File: src/rtl/weighted_gaussian_filter_macros.svh
// Assertion helpers, clocked on i_clk, held off during reset.
`ifndef WEIGHTED_GAUSSIAN_FILTER_MACROS_SVH
`define WEIGHTED_GAUSSIAN_FILTER_MACROS_SVH

`define WGF_ASSERT_IMP(lbl, ante, cons) \
    lbl: assert property (@(posedge i_clk) disable iff (!i_rst_n) (ante) |-> (cons)) \
        else $error("wgf assertion failed");

`define WGF_ASSERT_NEXT(lbl, ante, cons) \
    lbl: assert property (@(posedge i_clk) disable iff (!i_rst_n) (ante) |=> (cons)) \
        else $error("wgf assertion failed");

`endif

File: src/rtl/wgf_div.sv
`timescale 1ns / 1ps
module wgf_div #(
    parameter int NW = 48,
    parameter int DW = 24
) (
    input  logic          i_clk,
    input  logic          i_rst_n,
    input  logic          i_start,
    input  logic [NW-1:0] i_num,
    input  logic [DW-1:0] i_den,
    output logic          o_done,
    output logic [NW-1:0] o_quot
);
    localparam int CB = $clog2(NW + 1);

    logic          r_busy;
    logic          r_done;
    logic [CB-1:0] r_cnt;
    logic [NW-1:0] r_num;
    logic [DW-1:0] r_rem;
    logic [DW-1:0] r_den;
    logic [DW:0]   trial;
    logic          fits;

    assign trial = {r_rem, r_num[NW-1]};
    assign fits  = trial >= {1'b0, r_den};

    always_ff @(posedge i_clk) begin
        if (!i_rst_n) begin
            r_busy <= 1'b0;
            r_done <= 1'b0;
            r_cnt  <= '0;
        end else begin
            r_done <= 1'b0;
            if (i_start) begin
                r_busy <= 1'b1;
                r_cnt  <= '0;
            end else if (r_busy) begin
                r_cnt <= r_cnt + 1'b1;
                if (r_cnt == CB'(NW - 1)) begin
                    r_busy <= 1'b0;
                    r_done <= 1'b1;
                end
            end
        end
    end

    always_ff @(posedge i_clk) begin
        if (i_start) begin
            r_num <= i_num;
            r_den <= i_den;
            r_rem <= '0;
        end else if (r_busy) begin
            r_rem <= fits ? DW'(trial - {1'b0, r_den}) : trial[DW-1:0];
            r_num <= {r_num[NW-2:0], fits};
        end
    end

    assign o_done = r_done;
    assign o_quot = r_num;
endmodule

File: config.mk
export PLATFORM = sky130hd
export DESIGN_NAME = wgf_div
export DESIGN_NICKNAME = d
export VERILOG_FILES = /design/src/rtl/weighted_gaussian_filter_macros.svh /design/src/rtl/wgf_div.sv
export SDC_FILE = /design/constraint.sdc
export NUM_CORES = 1
export LEC_CHECK = 0
export ABC_CLOCK_PERIOD_IN_PS = 2900
export BUFFER_PORTS_ARGS = -buffer_cell sky130_fd_sc_hd__buf_2
export CAP_MARGIN = 20
export CORE_UTILIZATION = 35
export CTS_BUF_LIST = sky130_fd_sc_hd__clkbuf_8
export DETAILED_ROUTE_END_ITERATION = 8
export PLACE_DENSITY = 0.61
export SLEW_MARGIN = 20
export SYNTH_ARGS = -nofsm -noshare
export SYNTH_HDL_FRONTEND = slang
export SYNTH_SLANG_ARGS = --single-unit
File: constraint.sdc
create_clock -name i_clk -period 2.9 [get_ports i_clk]
set_input_delay 0.725 -clock i_clk [delete_from_list [all_inputs] [get_ports i_clk]]
set_output_delay 0.725 -clock i_clk [all_outputs]
set_load 0.02 [all_outputs]
==> results.md <==
- Status: complete, no violations
- Row cnt: 45
- Max Root-Sink Buffers: 2
- CTS clk-pin slew, worst paths: 0.10 ns
- Die Wd: 127 µm
- Critical-path maximum fanout: 3
- CTS tree: yes
- # diodes: 0
- Routed Antenna Nets: 0
- Synth cell types: 58
- Syn Area/Cell: 11.7 µm²
- Worst Hold Class: reg -> reg
- Reg area: 2800 µm²
- P_leak: 2.98 nW
- Skew-Pair Late Insertion Delay: 0.39 ns
- CP Capture Type: flop
- Design Area, Final: 6980 µm²
- Synth-to-Final Area Change: 28.4%
- Share of cells above drive strength 1: 41.6%
- YS warnings: 0
- Mapped cell area: 5440 µm²
- Port bufs: 123
- Max-cap violations: 0
- Slew margin rel.: 71.0%
- Data arrival time of the critical path: 3.14 ns
- Synth Instances: 463
- Clock skew: 0.0139 ns
- Filler cells: 1450
- Sequential fraction of the synthesis area: 51.6%
- Die area: 16000 µm²
- Routed wire length per instance: 16.0 µm
- DR DRC count: 0
- CTS root buf: clkbuf_8
- Detailed Route Iter0 Violations: 220
- Area post-placement: 6440 µm²
- # hold bufs at CTS: 0
- Vias per inst: 5.19
- Grt ovf: 0
- Pre-antenna DRT Iters: 4
- Power consumption: 3.67 mW
- HPWL after DPL: 9050 µm
- Area share of the largest cell type after synthesis: 39.8%
- Dpl cells: 781
- Post-synth EDFFs: 72
- Place WS: -0.0511 ns
- Fin. Hold Viols: 0
- P per Cell Area: 526 nW/µm²
- FF+latch count, synth: 104
- Post-Route WL: 13000 µm
- Slew of the pin with the lowest slew margin: 0.435 ns
- Minimum clock period: 2.83 ns
- Number of global-route vias before repair: 4315
- Max Fclk: 0.353 GHz
- First-pass GRT wire length: 20500 µm
- H-tree depth: 3
- Boundary pin count: 124
- CORE AREA: 15200 µm²
- Share of flip-flops with an asynchronous set or reset: 0%
- Clk sink count: 104
- Hold_ws: 0.479 ns
- Crit path launch type: flop
- Starting Density: 35.8%
- Nets: 718
- Unrepaired setup endpoints after global routing: true
- Non-filler cells, final: 810
- Post-synth top flop: edfxtp_1
- Final worst-path cycle share: 97.7%
- Final setup violation count: 0
- Placer Congestion: 0.851
- Vias after detailed routing: 4202
- Clock buffer count from CTS: 9
- Area contributors post-synth: edfxtp_1, dfxtp_1, mux2_2
- Final worst setup slack: 0.0665 ns
- Critical Path RT: 3.21 ns
- Syn nets: 564
- Worst VDD drop: 0.000380 V
- Leading area contributor after synthesis: edfxtp_1
- Kind of critical path: reg -> reg
- Die height: 127 µm
- Largest net degree at the start of global routing: 68
- Pins over their slew limit: 0
- Area of the multi-input gates: 2670 µm²
- Initial antenna violation count: 0
- Total global-route track usage: 16.3%
where the power goes:
part / leakage (nW) / internal, mW / switching (mW) / total [mW]
clock: 0.0959 / 0.330 / 0.558 / 0.888
sequential: 0.979 / 1.73 / 0.0746 / 1.81
combinational: 1.91 / 0.459 / 0.520 / 0.979
total: 2.98 / 2.52 / 1.15 / 3.67
routing by layer:
| layer | share of wire, % | wire (µm) | vias to the layer above | GRT usage [%] |
|---|---|---|---|---|
| met5 | 0 | 0 | - | 0 |
| met2 | 48 | 6250 | 149 | 27.6 |
| met3 | 7.9 | 1030 | 24 | 6.96 |
| met4 | 2.1 | 274 | 0 | 5.10 |
| li1 | - | - | 2014 | - |
| met1 | 42 | 5430 | 2015 | 18.6 |
state kept, by name, summed over array words and instances, names as in the netlist:
| register | flops |
|---|---|
| o_done | 1 |
| o_quot | 48 |
| r_busy | 1 |
| r_cnt | 6 |
| r_den | 24 |
| r_rem | 24 |
through the flow:
stage | setup TNS [ns] | util (%)
finish | 0 | 45.9
global route | -0.142 | 45.9
CTS | -0.0379 | 43.8
detailed placement | -0.0511 | 42.4
global placement | 0 | 42.4
floorplan | 0 | -
critical path, cell delays in order (launching register included):
cell	delay (ns)
edfxtp_1	0.36
inv_1	0.05
ha_2	0.20
fa_2	0.42
nor2b_4	0.16
o2111ai_4	0.16
a31oi_4	0.21
a2111oi_4	0.12
o41ai_4	0.30
buf_4	0.19
nand4_1	0.10
a31o_1	0.25
a311oi_2	0.25
path summary, 6_finish.rpt:
check	from	to	slack, ns	cells after the start
setup / recovery	o_quot[47]	r_rem[20]	0.07	12
hold / removal	r_rem[19]	r_rem[19]	0.48	2
setup reg to reg	o_quot[47]	r_rem[20]	0.07	12
hold reg to reg	r_rem[19]	r_rem[19]	0.48	2
logic make-up (layout without fill, tap and decap cells):
group,Yosys count,count (layout),share of synthesized area [%]
xor gates and xnor gates,20,20,3.22
adders and majority gates,26,26,6.12
and+or+nand+nor,104,104,9.11
buffers and inverters,50,209,3.87
DFF,104,104,51.6
AOI/OAI and AO/OA,92,92,12.7
muxes,67,67,13.5
synth_stat cells (4+ instances only):
cell type	number
a211oi_1	12
nand3_1	5
o21a_1	9
a21oi_1	15
buf_4	4
a21o_1	8
xor2_1	9
nor2_1	36
nand2_1	29
clkbuf_1	6
xnor2_1	11
buf_1	6
nand2b_1	4
ha_1	25
nor2b_1	5
o21ai_0	5
dfxtp_1	32
inv_1	33
edfxtp_1	72
nand4_1	5
a31o_1	4
mux2_2	48
mux2i_1	18
o21ai_1	13
placed cells by master, fill, tap and decap left out, drive strengths merged, types with 3 or more instances in the layout:
master and count:
o21a 9, edfxtp 72, mux2i 18, nand2b 4, a21o 8, a31oi 3, nand4 5, nand3 5
xnor2 11, a211oi 12, clkbuf 11, ha 25, inv 38, nor2 36, nand4b 3, nor3 3
o21ai 18, or3 3, a311oi 4, dfxtp 32, a31o 5, mux2 49, nand2 29, buf 158
a21oi 15, nor2b 5, xor2 9
cell type report:
type / instances / area share [%]
clock buffers: 9 / 1.77
clock inverters: 7 / 0.825
inverters: 33 / 1.77
multi-input cells: 309 / 38.2
flip-flops and latches: 104 / 40.2
well taps: 188 / 3.37
repair buffers: 160 / 13.9
timing repair:
item,4_1_cts,5_1_grt
endpoints found under the hold margin,0,0
pin swaps,2,10
buffers inserted,0,11
endpoints found under the setup margin,2,12
resized for setup,4,32
cloned,0,2
No activity file was read; power rests on OpenSTA's default activity.
